<file path="src/rtl/core/dsf_pkg.sv">
`timescale 1ns / 1ps
package dsf_pkg;

  localparam int WORD_W    = 32;
  localparam int CFG_W     = 32;
  localparam int CFG_IDX_W = 2;

  typedef enum logic [CFG_IDX_W-1:0] {
    CFG_STIFFNESS   = 2'd0,
    CFG_DAMPING     = 2'd1,
    CFG_REST_LENGTH = 2'd2
  } cfg_idx_e;

  localparam logic [CFG_W-1:0] STIFFNESS_RST   = 32'd65536;
  localparam logic [CFG_W-1:0] DAMPING_RST     = 32'd16384;
  localparam logic [CFG_W-1:0] REST_LENGTH_RST = 32'd65536;

  localparam int DIFF_W    = WORD_W + 1;
  localparam int SQ_W      = 2 * DIFF_W;
  localparam int ROOT_W    = SQ_W / 2;
  localparam int U_SHIFT   = 30;
  localparam int QUO_W     = U_SHIFT + 1;
  localparam int NUM_W     = DIFF_W + U_SHIFT;
  localparam int FRAC_W    = 16;
  localparam int STRETCH_W = ROOT_W + 2;
  localparam int SMAG_W    = STRETCH_W - 1;
  localparam int PROD_W    = CFG_W + SMAG_W;
  localparam int SCALAR_W  = PROD_W - FRAC_W;
  localparam int SPLIT_W   = SCALAR_W / 2;
  localparam int AXIS_MAG_W = SCALAR_W + QUO_W - U_SHIFT;
  localparam int AXIS_W    = AXIS_MAG_W + 1;
  localparam int FSUM_W    = AXIS_W + 1;
  localparam int DOT_W     = 2 * WORD_W;
  localparam int PROJ_W    = DOT_W - U_SHIFT;

  typedef struct packed {
    logic [2:0][DIFF_W-1:0] d;
    logic [5:0][WORD_W-1:0] vel;
  } sq_side_t;

  typedef struct packed {
    logic                   degen;
    logic [2:0]             d_neg;
    logic [ROOT_W-1:0]      root;
    logic [5:0][WORD_W-1:0] vel;
  } div_side_t;

  function automatic logic [WORD_W-1:0] sat_word(input logic signed [FSUM_W-1:0] v);
    logic signed [FSUM_W-1:0] hi;
    logic signed [FSUM_W-1:0] lo;
    hi = FSUM_W'(signed'(2147483647));
    lo = -hi - FSUM_W'(signed'(1));
    if (v > hi) begin
      sat_word = hi[WORD_W-1:0];
    end else if (v < lo) begin
      sat_word = lo[WORD_W-1:0];
    end else begin
      sat_word = v[WORD_W-1:0];
    end
  endfunction

endpackage

</file>
<file path="src/rtl/core/dsf_sqrt.sv">
`timescale 1ns / 1ps
module dsf_sqrt #(
  parameter int ROOT_W = dsf_pkg::ROOT_W
) (
  input  logic                  clk_i,
  input  logic                  en_i,
  input  logic [2*ROOT_W-1:0]   rad_i,
  output logic [ROOT_W-1:0]     root_o
);
  // one root bit per stage, restoring digit recurrence
  logic [2*ROOT_W-1:0] rad_q  [ROOT_W];
  logic [ROOT_W:0]     rem_q  [ROOT_W];
  logic [ROOT_W-1:0]   root_q [ROOT_W];

  for (genvar k = 0; k < ROOT_W; k++) begin : g_stage
    logic [2*ROOT_W-1:0] rad_in;
    logic [ROOT_W:0]     rem_in;
    logic [ROOT_W-1:0]   root_in;
    logic [ROOT_W+1:0]   cand;
    logic [ROOT_W+1:0]   trial;
    logic [ROOT_W+1:0]   diff;
    logic                ge;

    if (k == 0) begin : g_first
      assign rad_in  = rad_i;
      assign rem_in  = '0;
      assign root_in = '0;
    end else begin : g_next
      assign rad_in  = rad_q[k-1];
      assign rem_in  = rem_q[k-1];
      assign root_in = root_q[k-1];
    end

    always_comb begin
      cand  = {rem_in[ROOT_W-1:0], rad_in[2*ROOT_W-1 -: 2]};
      trial = {root_in, 2'b01};
      diff  = cand - trial;
      ge    = (cand >= trial);
    end

    always_ff @(posedge clk_i) begin
      if (en_i) begin
        rad_q[k]  <= rad_in << 2;
        rem_q[k]  <= ge ? diff[ROOT_W:0] : cand[ROOT_W:0];
        root_q[k] <= {root_in[ROOT_W-2:0], ge};
      end
    end
  end

  assign root_o = root_q[ROOT_W-1];
endmodule

</file>
<file path="config.mk">
export PLATFORM = sky130hd
export DESIGN_NAME = dsf_sqrt
export DESIGN_NICKNAME = d
export VERILOG_FILES = /design/src/rtl/core/dsf_pkg.sv /design/src/rtl/core/dsf_sqrt.sv
export SDC_FILE = /design/constraint.sdc
export NUM_CORES = 2
export LEC_CHECK = 0
export ABC_CLOCK_PERIOD_IN_PS = 8500
export BUFFER_PORTS_ARGS = -buffer_cell sky130_fd_sc_hd__buf_2
export CORE_MARGIN = 2
export CORE_UTILIZATION = 40
export CTS_CLUSTER_DIAMETER = 150
export DETAILED_ROUTE_END_ITERATION = 16
export PLACE_DENSITY = 0.63
export SLEW_MARGIN = 20
export SYNTH_ARGS = -nofsm -noshare
export SYNTH_HDL_FRONTEND = slang
export SYNTH_MEMORY_MAX_BITS = 65536
export SYNTH_SLANG_ARGS = --single-unit
export TNS_END_PERCENT = 30
</file>
<file path="constraint.sdc">
create_clock -name clk_i -period 8.5 [get_ports clk_i]
set_clock_uncertainty 0.15 [all_clocks]
set_input_delay 1.7 -clock clk_i [delete_from_list [all_inputs] [get_ports clk_i]]
set_output_delay 1.7 -clock clk_i [all_outputs]
set_load 0.005 [all_outputs]
</file>
==> flow_metrics.tcl <==
set metrics [dict create \
    status "finished clean" \
    slowest_stage "o41ai_1" \
    die_w_um 558.4 \
    timing.rr.end "rem_q[0][766]" \
    first_pass_iters 8 \
    async_reset_ff_frac 0 \
    slew_viol_final 0 \
    synth_cell_types 100 \
    nFillCells 27400 \
    cts_hold_buf 0 \
    finalSetupTns_ns 0 \
    fin_ws_ns 4.084 \
    ys.flop_type "edfxtp_1" \
    clock_latency_ns 0.89 \
    r2r_slack_ns 4.08 \
    timing.slew.headroom 0.2519 \
    netlist_instances 9542 \
    synth_edf_count 2624 \
    r2r_start "rem_q[0][714]" \
    tightest_slew_ns 1.122 \
    vias_per_cell 5.270 \
    cts_buffers 294 \
    synth.top_cells.by_area "edfxtp_1 (64%), ha_1 (6.1%), xnor2_1 (3.1%), xor2_1 (2.9%), a21oi_1 (2.5%)" \
    die_height_um 558.4 \
    cts_resized 0 \
    cp_num_cells 10 \
    syn_nets 10210 \
    grt_use_met2 0.2815 \
    grt_usage 0.1626 \
    fin_nets 10470 \
    r2r_cells 10 \
    period_needed_ns 4.416 \
    synth_top_cell_area_share 0.6409 \
    grt_remaining_overflow 0 \
    placed_area_um2 128600 \
    ys_warn_count 0 \
    dp_hpwl_um 185000 \
    drt-total-wl_um 259200 \
    syn2layout_area_growth_pct 12.40 \
    fin_crit_sh 0.5195 \
    cp_max_fo 41 \
    vias 74490 \
    cts_tree "yes" \
    drt-initial-drc-count 5831 \
    grt_pass1_vias 73420 \
    avgSynthCellArea_um2 12.89 \
    coreArea_um2 305800 \
    io_pins 101 \
    ys_top_cells_by_count "edfxtp_1 (2624), inv_1 (728), nor2_1 (633)" \
    post_cts_buffers 0 \
    arrival_ns 4.86 \
    dpl_worst_slack_ns 4.046 \
    clock_sinks 2624 \
    port_buffers 100 \
    crit_path_start_kind "register" \
    crit_top_cell "o21ai_0" \
    initial_core_util 0.4021 \
    slowest_delay_ns 0.74 \
    wl_per_cell_um 18.34 \
    clock.fmax_mhz 226.5 \
    min_path_type "reg -> reg" \
    synth_most_common_cell "edfxtp_1" \
    critical_path_class "reg -> reg" \
    worstPathRequired_ns 8.94 \
    cellLeakagePower_nw 52.10 \
    ir_worst_vdd_mv 0.1672 \
    grt_pass1_wl_um 406300 \
    detail-route-antenna-nets 0 \
    regArea_um2 78800 \
    use_met1 0.2090 \
    cp_cell_sequence "ha_1 -> o21ai_0 -> nor4b_1 -> nor3_1 -> o41ai_1 -> o21ai_0 -> a31oi_2 -> buf_4 -> inv_2 -> mux2_2" \
    final_core_util 0.4519 \
    syn_area_um2 123000 \
    grt_use_met3 0.02350 \
    multi_input_area_um2 40730 \
    dpl.cell_count 13610 \
    synth_top_area_cell "edfxtp_1" \
    layout.cells.non_filler 14140 \
    ys_seq_area_frac 0.6409 \
    clockRootBuffer "clkbuf_16" \
    clkTransAtPathRegs_ns 0.06 \
    crit_family "compound AO/OA/AOI/OAI gates" \
    power_density_nw_per_um2 279.8 \
    design_area_um2 138200 \
    critical_path.endpoint "rem_q[0][766]" \
    grt.busiest_layer "met2" \
    htreeDepth 5 \
    max-cap-violations 0 \
    ys_ff_latch 2624 \
    crit_buf_inv 2 \
    dieArea_um2 311800 \
    drc 0 \
    grt_max_degree 182 \
    antenna_found_initial 1 \
    setup-violations-final 0 \
    hold_viol_final 0 \
    timing.critical_path.from "rem_q[0][714]" \
    clock_path_buffers 4 \
    num_rows 203 \
    gp_congestion 0.9039 \
    rsz0062_at_grt "false" \
    end_kind "register" \
    drive_gt1_frac 0.07982 \
]
cell type report:
type,count,share of cell area
clock buffers,348,0.05547
clock inverters,179,0.01405
repair buffers,161,0.008583
diodes,1,0.00001811
well taps,4100,0.03712
flip-flops and latches,2624,0.5702
multi-input cells,5991,0.2947
inverters,732,0.01988
per-layer routing:
layer / routed length (um) / vias up
met5: 0 / -
met4: 7915 / 0
met3: 11700 / 478
met2: 127800 / 1812
met1: 111800 / 36240
li1: - / 35970
where the power goes:
group          internal [mW]  switching (mW)
clock                   7.44            5.17
combinational           3.50            4.89
sequential              16.5            1.19
sequential cells by signal, summed over array words and instances (netlist names):
| signal | cells |
|---|---|
| root_q | 561 |
| rem_q | 1007 |
| rad_q | 1056 |
metrics by stage:
stage	power [mW]	hold slack, ns
after floorplan	23.56	0.2503
after global placement	26.13	0.2502
after detailed placement	26.26	0.2545
after CTS	39.09	0.2363
after global routing	40.70	0.2447
final	38.67	0.2446
cell families (layout without fill, tap and decap cells):
logic type / after synthesis / in the layout / synth area share
flip-flops: 2624 / 2624 / 0.6409
buffers and inverters: 927 / 1420 / 0.02852
other: 1 / 2 / 0.00003050
AO/OA/AOI/OAI: 1899 / 1899 / 0.09558
AND/OR/NAND/NOR: 2529 / 2529 / 0.1031
multiplexers: 129 / 129 / 0.01165
adder cells (fa/ha/maj): 595 / 595 / 0.06055
XOR/XNOR: 838 / 838 / 0.05969
worst min path at each step:
stage,cells past startpoint,slack (ns),end,startpoint
2_1_floorplan,0,0.25,rad_q[0][1000],rad_q[0][934]
3_3_place_gp,0,0.25,rad_q[0][729],rad_q[0][663]
3_5_place_dp,0,0.25,rad_q[0][1016],rad_q[0][950]
4_1_cts,0,0.24,rad_q[0][400],rad_q[0][334]
5_1_grt,0,0.24,rad_q[0][554],rad_q[0][488]
6_report,0,0.24,rad_q[0][400],rad_q[0][334]
placed cells by master (no fill, tap or decap), types with 20 or more instances in the layout:
master     instances
edfxtp_1        2624
nand3_1          160
a2111oi_0         22
bufinv_16         31
ha_1             595
o21ai_0          467
nor3_1           239
mux2_2           112
o31ai_1           50
a211oi_1          47
o21a_1            95
nand2b_1         138
xnor2_1          434
nor2b_1           92
nand3b_1          34
nand2_1          602
inv_1            728
or4_1             75
a21boi_0          24
and2_1            29
clkbuf_16        299
buf_4             43
a21o_1           215
a21oi_1          613
nor4_1           124
a211o_1           20
or2_2             46
o211ai_1          37
nand4_1          109
or3_1             93
clkinv_1          63
a31oi_1           59
o21bai_1          60
xor2_1           404
and3_1            52
clkbuf_1          49
clkinv_2          37
buf_2             99
nor2_1           633
Note: power is estimated with default switching activity, not from simulation.
