[src/rtl/core/dsf_pkg.sv]
`timescale 1ns / 1ps
package dsf_pkg;

  localparam int WORD_W    = 32;
  localparam int CFG_W     = 32;
  localparam int CFG_IDX_W = 2;

  typedef enum logic [CFG_IDX_W-1:0] {
    CFG_STIFFNESS   = 2'd0,
    CFG_DAMPING     = 2'd1,
    CFG_REST_LENGTH = 2'd2
  } cfg_idx_e;

  localparam logic [CFG_W-1:0] STIFFNESS_RST   = 32'd65536;
  localparam logic [CFG_W-1:0] DAMPING_RST     = 32'd16384;
  localparam logic [CFG_W-1:0] REST_LENGTH_RST = 32'd65536;

  localparam int DIFF_W    = WORD_W + 1;
  localparam int SQ_W      = 2 * DIFF_W;
  localparam int ROOT_W    = SQ_W / 2;
  localparam int U_SHIFT   = 30;
  localparam int QUO_W     = U_SHIFT + 1;
  localparam int NUM_W     = DIFF_W + U_SHIFT;
  localparam int FRAC_W    = 16;
  localparam int STRETCH_W = ROOT_W + 2;
  localparam int SMAG_W    = STRETCH_W - 1;
  localparam int PROD_W    = CFG_W + SMAG_W;
  localparam int SCALAR_W  = PROD_W - FRAC_W;
  localparam int SPLIT_W   = SCALAR_W / 2;
  localparam int AXIS_MAG_W = SCALAR_W + QUO_W - U_SHIFT;
  localparam int AXIS_W    = AXIS_MAG_W + 1;
  localparam int FSUM_W    = AXIS_W + 1;
  localparam int DOT_W     = 2 * WORD_W;
  localparam int PROJ_W    = DOT_W - U_SHIFT;

  typedef struct packed {
    logic [2:0][DIFF_W-1:0] d;
    logic [5:0][WORD_W-1:0] vel;
  } sq_side_t;

  typedef struct packed {
    logic                   degen;
    logic [2:0]             d_neg;
    logic [ROOT_W-1:0]      root;
    logic [5:0][WORD_W-1:0] vel;
  } div_side_t;

  function automatic logic [WORD_W-1:0] sat_word(input logic signed [FSUM_W-1:0] v);
    logic signed [FSUM_W-1:0] hi;
    logic signed [FSUM_W-1:0] lo;
    hi = FSUM_W'(signed'(2147483647));
    lo = -hi - FSUM_W'(signed'(1));
    if (v > hi) begin
      sat_word = hi[WORD_W-1:0];
    end else if (v < lo) begin
      sat_word = lo[WORD_W-1:0];
    end else begin
      sat_word = v[WORD_W-1:0];
    end
  endfunction

endpackage

[src/rtl/core/dsf_axis.sv]
`timescale 1ns / 1ps
module dsf_axis #(
  parameter int SC_W  = dsf_pkg::SCALAR_W,
  parameter int U_W   = dsf_pkg::QUO_W,
  parameter int SPLIT = dsf_pkg::SPLIT_W,
  parameter int SHIFT = dsf_pkg::U_SHIFT
) (
  input  logic                           clk_i,
  input  logic                           en_i,
  input  logic [SC_W-1:0]                sc_mag_i,
  input  logic                           sc_neg_i,
  input  logic [U_W-1:0]                 u_mag_i,
  input  logic                           u_neg_i,
  output logic signed [SC_W+U_W-SHIFT:0] res_o
);
  // scalar times axis component, truncated toward zero; partial products and result are registered
  localparam int HI_W   = SC_W - SPLIT + U_W;
  localparam int LO_W   = SPLIT + U_W;
  localparam int FULL_W = SC_W + U_W;
  localparam int MAG_W  = FULL_W - SHIFT;

  logic [HI_W-1:0]   p_hi_q;
  logic [LO_W-1:0]   p_lo_q;
  logic              neg_q;
  logic [FULL_W-1:0] full;
  logic [MAG_W-1:0]  mag;

  always_ff @(posedge clk_i) begin
    if (en_i) begin
      p_hi_q <= HI_W'(sc_mag_i[SC_W-1:SPLIT]) * HI_W'(u_mag_i);
      p_lo_q <= LO_W'(sc_mag_i[SPLIT-1:0]) * LO_W'(u_mag_i);
      neg_q  <= sc_neg_i ^ u_neg_i;
    end
  end

  always_comb begin
    full = {p_hi_q, {SPLIT{1'b0}}} + FULL_W'(p_lo_q);
    mag  = full[FULL_W-1:SHIFT];
  end

  always_ff @(posedge clk_i) begin
    if (en_i) begin
      res_o <= neg_q ? -$signed({1'b0, mag}) : $signed({1'b0, mag});
    end
  end
endmodule

[config.mk]
export PLATFORM = sky130hd
export DESIGN_NAME = dsf_axis
export DESIGN_NICKNAME = d
export VERILOG_FILES = /design/src/rtl/core/dsf_pkg.sv /design/src/rtl/core/dsf_axis.sv
export SDC_FILE = /design/constraint.sdc
export NUM_CORES = 2
export LEC_CHECK = 0
export ABC_AREA = 1
export BUFFER_PORTS_ARGS = -buffer_cell sky130_fd_sc_hd__buf_4
export CELL_PAD_IN_SITES_DETAIL_PLACEMENT = 1
export CELL_PAD_IN_SITES_GLOBAL_PLACEMENT = 1
export CORE_MARGIN = 2
export CORE_UTILIZATION = 54
export CTS_CLUSTER_DIAMETER = 200
export DETAILED_ROUTE_END_ITERATION = 16
export PLACE_DENSITY_LB_ADDON = 0.1
export SETUP_SLACK_MARGIN = 0.15
export SYNTH_ARGS = -nofsm -noshare
export SYNTH_HDL_FRONTEND = slang
export SYNTH_SLANG_ARGS = --single-unit
[constraint.sdc]
create_clock -name clk_i -period 23 [get_ports clk_i]
set_clock_uncertainty 0.15 [all_clocks]
set_input_delay 4.6 -clock clk_i [delete_from_list [all_inputs] [get_ports clk_i]]
set_output_delay 4.6 -clock clk_i [all_outputs]
set_load 0.03 [all_outputs]
==> impl_metrics.json <==
{
  "dr.pass1.iters": 5,
  "routed-wl-met2_mm": 105.7,
  "synth_edf_count": 140,
  "via_per_inst": 5.436,
  "worst_path_most_repeated_cell": "fa_1",
  "async_flop_share_pct": 0,
  "critPathMaxFanout": 50,
  "grt_pass1_wl_mm": 340.6,
  "via_count": 52090,
  "io_pins": 137,
  "cap_viol_max_count": 0,
  "clock_latency_ns": 0.46,
  "critPathLaunchType": "primary input",
  "rows": 124,
  "worstSetupPathType": "in2reg",
  "ctsResizeCount": 0,
  "fp.dieH_um": 342.0,
  "routedWlPerCell_um": 22.91,
  "synth_seq_cells": 140,
  "ys_seq_area_share_pct": 6.813,
  "numPortBuffers": 136,
  "routed_wl_mm": 219.6,
  "track_usage_pct": 38.58,
  "dp_hpwl_mm": 174.5,
  "setup_tns_ns": 0,
  "layout_common_cells": "inv_1, nand2_1, fa_1",
  "antenna_found_initial": 2,
  "required_ns": 23.04,
  "timing.hold.ws_ns": 0.7756,
  "cts_root_buffer": "clkbuf_16",
  "finalCritPeriodShare_pct": 50.82,
  "worstPathArrival_ns": 11.73,
  "overflow": 0,
  "dr.max_layer_used": "met5",
  "ys.warnings.count": 0,
  "synth_ff_type": "edfxtp_1",
  "cts.sinks": 140,
  "area_delta_synth_final_pct": 3.893,
  "avgSynthCellArea_um2": 7.509,
  "cpLargestDelayFamily": "adder cells",
  "setup_viol": 0,
  "clk_pin_slew_ns": 0.06,
  "grt_max_degree": 72,
  "initialDrtViolationCount": 3410,
  "cts_buffers": 17,
  "status": "complete, no violations",
  "dpl_worst_slack_ns": 10.98,
  "synth_area_um2": 61700,
  "postSynthCellCount": 8217,
  "clock.fmax_mhz": 85.55,
  "coreArea_um2": 113900,
  "syn_nets": 10040,
  "post_cts_buffers": 0,
  "drc": 0,
  "hold_class": "reg2reg",
  "endpoint_kind": "register",
  "cp_cell_sequence": "buf_4 > nand2_1 > fa_1 > inv_1 > fa_1 > inv_1 > fa_1 > inv_1 > fa_1 > fa_1 > fa_1 > inv_1 > fa_1 > inv_1 > ha_1 > nand2_1 > o21ai_0 > a21oi_1 > nor2_1 > a2111oi_0 > nand3_1 > nand2_1 > nand2_1 > xor2_1",
  "fin_nets": 9876,
  "synth.distinct_cells": 47,
  "period_needed_ns": 11.69,
  "rsz0062_at_grt": "no",
  "fin_ws_ns": 11.31,
  "wirelength_met1_mm": 86.32,
  "die_x_um": 342.0,
  "design.die.area_um2": 117000,
  "layout_commonest_cell": "inv_1",
  "met3_length_mm": 18.28,
  "maxSlewViolCount": 0,
  "cts_tree": "built",
  "tightest_slew_ns": 0.9824,
  "cts.path.max_buffers": 2,
  "relSlewSlack_pct": 34.51,
  "htreeDepth": 4,
  "crit_buf_inv": 6,
  "gp_congestion": 0.9647,
  "cpMaxStageDelayCell": "buf_4",
  "antenna_left": 0,
  "grt_pass1_vias": 59650,
  "max_stage_delay_ns": 0.66,
  "drive_above_1_share_pct": 3.620,
  "hold_buffers": 0,
  "initial_core_util_pct": 54.18,
  "hold_violations": 0
}
==> flip-flops by register name, summed over array words and instances (netlist names) <==
signal / count
p_hi_q: 56
neg_q: 1
res_o: 52
p_lo_q: 31
==> layer usage <==
layer,vias to the layer above,track usage (%)
li1,22720,-
met2,2180,65.29
met3,464,7.096
met4,2,14.67
met5,-,0
met1,26730,49.29
==> synthesized netlist by cell type, types with 4 or more instances <==
cell | number | area (um^2)
inv_1 | 2611 | 9801
nand2_1 | 2306 | 8656
fa_1 | 1327 | 26570
ha_1 | 410 | 5130
nor2_1 | 268 | 1006
clkbuf_1 | 264 | 991.0
a21oi_1 | 182 | 910.9
edfxtp_1 | 140 | 4204
nand3_1 | 120 | 600.6
o21ai_0 | 93 | 465.5
xor2_1 | 88 | 770.7
buf_1 | 75 | 281.5
xnor2_1 | 35 | 306.5
nand4_1 | 33 | 206.5
nand2_2 | 32 | 200.2
a31oi_1 | 31 | 193.9
nor2_2 | 27 | 168.9
nor3_1 | 23 | 115.1
o21a_1 | 23 | 172.7
nand3b_1 | 19 | 142.6
inv_2 | 17 | 63.81
nand3_2 | 12 | 120.1
nor4_1 | 9 | 56.30
a21o_1 | 6 | 45.04
and2_1 | 5 | 31.28
and3_1 | 5 | 31.28
clkinv_1 | 5 | 18.77
o211ai_1 | 5 | 37.54
o21ai_1 | 5 | 25.02
o221ai_1 | 5 | 43.79
a21boi_0 | 4 | 30.03
o2111ai_1 | 4 | 35.03
o21bai_1 | 4 | 30.03
==> logic make-up after synthesis <==
logic type / share of synthesized area (%)
adders and majority gates: 51.37
xor gates and xnor gates: 1.772
buffers and inverters: 18.09
DFF: 6.813
AOI/OAI and AO/OA: 3.389
and+or+nand+nor: 18.57
==> worst reg2reg max path: cells and delay by family, from the launching register on <==
| kind | cells | cell delay (ns) |
|---|---|---|
| AO/OA/AOI/OAI | 1 | 0.27 |
| XOR/XNOR | 1 | 0.33 |
| adder cells (fa/ha/maj) | 1 | 0.50 |
| buffers and inverters | 1 | 0.10 |
| flip-flops | 1 | 0.52 |
| AND/OR/NAND/NOR | 12 | 1.86 |
==> path summary, 6_finish.rpt <==
kind | cells after the start | from | slack [ns] | end
worst max register to register | 16 | p_hi_q[11] | 19.04 | res_o[35]
worst min-delay path | 6 | p_hi_q[0] | 0.78 | res_o[0]
worst max-delay path | 24 | u_mag_i[24] | 11.31 | p_hi_q[55]
worst min register to register | 6 | p_hi_q[0] | 0.78 | res_o[0]
==> stage by stage <==
step | util (%) | cell area [um^2] | cells
6_report | 56.29 | 64100 | 9583
5_1_grt | 56.28 | 64100 | 9580
4_1_cts | 56.28 | 64090 | 9579
3_5_place_dp | 55.77 | 63510 | 9547
3_3_place_gp | 55.77 | 63510 | 9547
2_1_floorplan | - | 61700 | 8217
==> final cells by class <==
class                           instances  area (um^2)
Multi-Input combinational cell       5104        46340
Tap cell                             1512         1892
Clock inverter                         14        158.9
Sequential cell                       140         4204
Fill cell                           14590        49780
Clock buffer                           18        429.2
Inverter                             2633         9883
Timing Repair Buffer                  158         1190
Antenna cell                            4        10.01
Power is left out: the tool's default activity adds up to more than one toggle a clock period on the data nets, which glitch-free logic cannot reach.
