--- config.mk ---
export PLATFORM = sky130hd
export DESIGN_NAME = dsf_div
export DESIGN_NICKNAME = d
export VERILOG_FILES = /design/src/rtl/core/dsf_pkg.sv /design/src/rtl/core/dsf_div.sv
export SDC_FILE = /design/constraint.sdc
export NUM_CORES = 2
export LEC_CHECK = 0
export BUFFER_PORTS_ARGS = -buffer_cell sky130_fd_sc_hd__buf_2
export CORE_ASPECT_RATIO = 0.5
export CORE_MARGIN = 2
export CORE_UTILIZATION = 55
export DETAILED_ROUTE_END_ITERATION = 8
export PLACE_DENSITY_LB_ADDON = 0.08
export SLEW_MARGIN = 25
export SYNTH_ARGS = -nofsm -noshare
export SYNTH_HDL_FRONTEND = slang
export SYNTH_SLANG_ARGS = --single-unit
--- constraint.sdc ---
create_clock -name clk_i -period 9.4 [get_ports clk_i]
set_clock_uncertainty 0.1 [all_clocks]
set_input_delay 0.47 -clock clk_i [delete_from_list [all_inputs] [get_ports clk_i]]
set_output_delay 0.47 -clock clk_i [all_outputs]
set_load 0.01 [all_outputs]
--- src/rtl/core/dsf_pkg.sv ---
`timescale 1ns / 1ps
package dsf_pkg;

  localparam int WORD_W    = 32;
  localparam int CFG_W     = 32;
  localparam int CFG_IDX_W = 2;

  typedef enum logic [CFG_IDX_W-1:0] {
    CFG_STIFFNESS   = 2'd0,
    CFG_DAMPING     = 2'd1,
    CFG_REST_LENGTH = 2'd2
  } cfg_idx_e;

  localparam logic [CFG_W-1:0] STIFFNESS_RST   = 32'd65536;
  localparam logic [CFG_W-1:0] DAMPING_RST     = 32'd16384;
  localparam logic [CFG_W-1:0] REST_LENGTH_RST = 32'd65536;

  localparam int DIFF_W    = WORD_W + 1;
  localparam int SQ_W      = 2 * DIFF_W;
  localparam int ROOT_W    = SQ_W / 2;
  localparam int U_SHIFT   = 30;
  localparam int QUO_W     = U_SHIFT + 1;
  localparam int NUM_W     = DIFF_W + U_SHIFT;
  localparam int FRAC_W    = 16;
  localparam int STRETCH_W = ROOT_W + 2;
  localparam int SMAG_W    = STRETCH_W - 1;
  localparam int PROD_W    = CFG_W + SMAG_W;
  localparam int SCALAR_W  = PROD_W - FRAC_W;
  localparam int SPLIT_W   = SCALAR_W / 2;
  localparam int AXIS_MAG_W = SCALAR_W + QUO_W - U_SHIFT;
  localparam int AXIS_W    = AXIS_MAG_W + 1;
  localparam int FSUM_W    = AXIS_W + 1;
  localparam int DOT_W     = 2 * WORD_W;
  localparam int PROJ_W    = DOT_W - U_SHIFT;

  typedef struct packed {
    logic [2:0][DIFF_W-1:0] d;
    logic [5:0][WORD_W-1:0] vel;
  } sq_side_t;

  typedef struct packed {
    logic                   degen;
    logic [2:0]             d_neg;
    logic [ROOT_W-1:0]      root;
    logic [5:0][WORD_W-1:0] vel;
  } div_side_t;

  function automatic logic [WORD_W-1:0] sat_word(input logic signed [FSUM_W-1:0] v);
    logic signed [FSUM_W-1:0] hi;
    logic signed [FSUM_W-1:0] lo;
    hi = FSUM_W'(signed'(2147483647));
    lo = -hi - FSUM_W'(signed'(1));
    if (v > hi) begin
      sat_word = hi[WORD_W-1:0];
    end else if (v < lo) begin
      sat_word = lo[WORD_W-1:0];
    end else begin
      sat_word = v[WORD_W-1:0];
    end
  endfunction

endpackage

--- src/rtl/core/dsf_div.sv ---
`timescale 1ns / 1ps
module dsf_div #(
  parameter int NUM_W = dsf_pkg::NUM_W,
  parameter int DEN_W = dsf_pkg::ROOT_W,
  parameter int QUO_W = dsf_pkg::QUO_W
) (
  input  logic             clk_i,
  input  logic             en_i,
  input  logic [NUM_W-1:0] num_i,
  input  logic [DEN_W-1:0] den_i,
  output logic [QUO_W-1:0] quo_o
);
  // quotient must fit QUO_W bits: num_i >> QUO_W below den_i
  logic [QUO_W-1:0] lo_q  [QUO_W];
  logic [DEN_W-1:0] den_q [QUO_W];
  logic [DEN_W-1:0] rem_q [QUO_W];
  logic [QUO_W-1:0] quo_q [QUO_W];

  for (genvar k = 0; k < QUO_W; k++) begin : g_stage
    logic [QUO_W-1:0] lo_in;
    logic [DEN_W-1:0] den_in;
    logic [DEN_W-1:0] rem_in;
    logic [QUO_W-1:0] quo_in;
    logic [DEN_W:0]   cand;
    logic [DEN_W:0]   diff;
    logic             ge;

    if (k == 0) begin : g_first
      assign lo_in  = num_i[QUO_W-1:0];
      assign den_in = den_i;
      assign rem_in = DEN_W'(num_i[NUM_W-1:QUO_W]);
      assign quo_in = '0;
    end else begin : g_next
      assign lo_in  = lo_q[k-1];
      assign den_in = den_q[k-1];
      assign rem_in = rem_q[k-1];
      assign quo_in = quo_q[k-1];
    end

    always_comb begin
      cand = {rem_in, lo_in[QUO_W-1]};
      diff = cand - {1'b0, den_in};
      ge   = (cand >= {1'b0, den_in});
    end

    always_ff @(posedge clk_i) begin
      if (en_i) begin
        lo_q[k]  <= lo_in << 1;
        den_q[k] <= den_in;
        rem_q[k] <= ge ? diff[DEN_W-1:0] : cand[DEN_W-1:0];
        quo_q[k] <= {quo_in[QUO_W-2:0], ge};
      end
    end
  end

  assign quo_o = quo_q[QUO_W-1];
endmodule

==> flow_metrics.env <==
export IMPL_ctsRootBufferMaster="clkbuf_16"
export IMPL_grt_overflow=0
export IMPL_r2r_cells=18
export IMPL_numCtsBuffers=280
export IMPL_maxCapViolCount=0
export IMPL_cts_resized_gates=0
export IMPL_port_buffer_count=128
export IMPL_powerDensity_nw_per_um2=334
export IMPL_cts_clk_slew_worst_paths_ns=0.07
export IMPL_power_total_mw=55.5
export IMPL_wl_um=289000
export IMPL_htreeDepth=5
export IMPL_synth_area_sq_um=151000
export IMPL_die_w_um=746
export IMPL_yosysWarnings=0
export IMPL_synth_most_common_cell="edfxtp_1"
export IMPL_min_period_over_period=0.610
export IMPL_setup_violations_final=0
export IMPL_tns_ns=0
export IMPL_path_delay_family="compound AO/OA/AOI/OAI gates"
export IMPL_die_area_sq_um=280000
export IMPL_cp_startpoint="lo_q[1][299]"
export IMPL_first_pass_iters=6
export IMPL_whs_ns=0.209
export IMPL_synth_cell_types=88
export IMPL_die_height_um=375
export IMPL_path_cells="inv_1 -> ha_1 -> inv_1 -> fa_1 -> a21oi_1 -> o21ai_0 -> a2111oi_0 -> o31ai_1 -> buf_4 -> nor2b_1 -> o21ai_1 -> a211oi_1 -> a21oi_1 -> o21a_1 -> buf_4 -> clkinv_1 -> nor2_1 -> a21oi_1"
export IMPL_dp_worst_setup_slack_ns=3.98
export IMPL_tightestPinTransition_ns=1.20
export IMPL_synth_common_cells="2941 x edfxtp_1, 1291 x inv_1, 1023 x ha_1"
export IMPL_worstSetupPathType="register to register"
export IMPL_arrival_ns=6.20
export IMPL_clock_sinks=2941
export IMPL_drive_gt1_frac=0.0743
export IMPL_r2r_end="rem_q[1][362]"
export IMPL_dp_hpwl_um=212000
export IMPL_netlist_instances=12600
export IMPL_worst_slack_ns=3.66
export IMPL_io_pins=129
export IMPL_globalplace_congestion=0.952
export IMPL_yosys_area_top_type="edfxtp_1"
export IMPL_min_from="num_i[28]"
export IMPL_min_path_cells=2
export IMPL_antenna_found_initial=1
export IMPL_num_rows=136
export IMPL_rsz0062_at_grt="false"
export IMPL_hold_end="lo_q[0][28]"
export IMPL_synthTopCellsByArea="edfxtp_1 58%, ha_1 8.5%, a21oi_1 3.4%"
export IMPL_synth_top_cell_area_share=0.583
export IMPL_grt_max_degree=179
export IMPL_drt_initial_drc_count=4384
export IMPL_slew_viol_final=0
export IMPL_cellLeakagePower_nw=67.1
export IMPL_area_growth_pct=9.73
export IMPL_initial_utilization=0.552
export IMPL_cpMostUsedCell="a21oi_1"
export IMPL_grt_usage=0.204
export IMPL_ys_async_sr_fraction=0
export IMPL_relSlewSlack=0.191
export IMPL_vias=93100
export IMPL_insertion_delay_ns=0.86
export IMPL_synth_nets=13800
export IMPL_crit_slowest_cell="clkinv_1"
export IMPL_endpoint_kind="register"
export IMPL_max_vdd_ir_drop_uv=165
export IMPL_clock_path_buffers=4
export IMPL_worstPathMaxFanout=32
export IMPL_stdcell_area_sq_um=166000
export IMPL_fin_nets=14100
export IMPL_fmax_mhz=174
export IMPL_fin_crit_ns=5.74
export IMPL_max_stage_delay_ns=0.76
export IMPL_synth_edf_count=2941
export IMPL_syn_area_per_cell_sq_um=12.0
export IMPL_wire_per_inst_um=17.2
export IMPL_worst_path_buf_inv=5
export IMPL_dpl_instance_area_sq_um=157000
export IMPL_coreArea_sq_um=274000
export IMPL_ys_ff_latch=2941
export IMPL_yosysSeqAreaShare=0.583
export IMPL_postCtsSetupBuffers=0
export IMPL_hold_class="input pin to register"
export IMPL_route_detailed_drc=0
export IMPL_critPathLaunchType="register"
export IMPL_grt_pass1_vias=95000
export IMPL_hold_viol=0
export IMPL_r2r_slack_ns=3.66
export IMPL_tritoncts="done"
export IMPL_grt_pass1_wl_um=468000
export IMPL_timing_rr_start="lo_q[1][299]"
export IMPL_cp_data_required_time_ns=9.86
export IMPL_avgViaCountPerCell=5.55
export IMPL_synthFlopType="edfxtp_1"
export IMPL_status="completed"
export IMPL_ant_nets=0
## metal layers
layer,track usage,share of wire,vias up
met1,0.215,0.39,43700
met3,0.0245,0.028,843
met2,0.394,0.53,1654
li1,-,-,46900
met4,0.110,0.058,0
met5,0,0,-
## worst register-to-register path, delay by kind of cell (launching register included)
family | cells | cell delay (ns)
adders and majority gates | 2 | 0.56
DFF | 1 | 0.40
and+or+nand+nor | 2 | 0.49
AOI/OAI and AO/OA | 9 | 2.45
buffers and inverters | 5 | 1.45
## worst max path at each step
| stage | end | slack [ns] | depth (start not counted) |
|---|---|---|---|
| 6_report | rem_q[1][362] | 3.66 | 18 |
| 5_1_grt | rem_q[1][343] | 3.15 | 18 |
| 4_1_cts | rem_q[1][362] | 3.95 | 18 |
| 3_5_place_dp | rem_q[1][364] | 3.98 | 15 |
| 3_3_place_gp | rem_q[1][347] | 3.98 | 18 |
| 2_1_floorplan | rem_q[0][421] | 5.21 | 16 |
## placed cells by master, fill, tap and decap left out, types with 40 or more instances in the layout
cell type / count
clkbuf_1: 48
nor2b_1: 152
edfxtp_1: 2941
o21a_1: 95
nand2b_1: 111
nand2_1: 950
mux2_2: 297
a21oi_1: 1014
xnor2_1: 475
a21o_1: 577
a31oi_1: 103
ha_1: 1023
dlygate4sd3_1: 97
inv_1: 1290
nor2_1: 551
nand3_1: 180
and3_1: 82
a211oi_1: 68
buf_4: 68
clkinv_1: 58
xor2_1: 388
clkbuf_16: 285
clkinv_2: 40
o21bai_1: 129
buf_2: 127
nand4_1: 164
o21ai_0: 912
nor3_1: 108
o31ai_1: 61
## logic make-up (layout without fill, tap and decap cells)
group           after synthesis  in the layout  share of synthesized area
other cells                   0              2                          0
xor+xnor                    863            863                     0.0499
fa+ha+maj                  1053           1053                     0.0885
flops                      2941           2941                      0.583
buf+inv                    1586           2077                     0.0397
compound gates             3342           3342                      0.136
simple gates               2484           2484                     0.0764
mux                         358            358                     0.0264
## registers in the layout, indices dropped and copies added, names as in the netlist
| name | cells |
|---|---|
| quo_q | 496 |
| lo_q | 465 |
| den_q | 990 |
| rem_q | 990 |
## repair_timing
action,in CTS,in global routing
endpoints found under the hold margin,149,0
endpoints found under the setup margin,0,0
hold buffers,97,0
## layout make-up
| cell class | count | area [sq um] |
|---|---|---|
| clock inverters | 149 | 1420 |
| inverters | 1292 | 4850 |
| clock buffers | 333 | 7310 |
| fillers | 21500 | 108000 |
| flip-flops and latches | 2941 | 88300 |
| diodes | 2 | 5.00 |
| well taps | 3657 | 4580 |
| multi-input cells | 8100 | 57400 |
| repair buffers | 303 | 2340 |
## power breakdown
group	internal, mW	total [mW]	leakage [nW]	switching [mW]
Sequential	18.9	20.5	28.8	1.52
Clock	6.14	11.0	4.24	4.84
Combinational	10.5	24.0	34.1	13.5
## through the flow
step	std cells	util
finish	16800	0.606
global route	16800	0.606
CTS	16800	0.606
detailed placement	16200	0.571
global placement	16200	0.571
floorplan	12600	-
No activity file was read; power rests on OpenSTA's default activity.
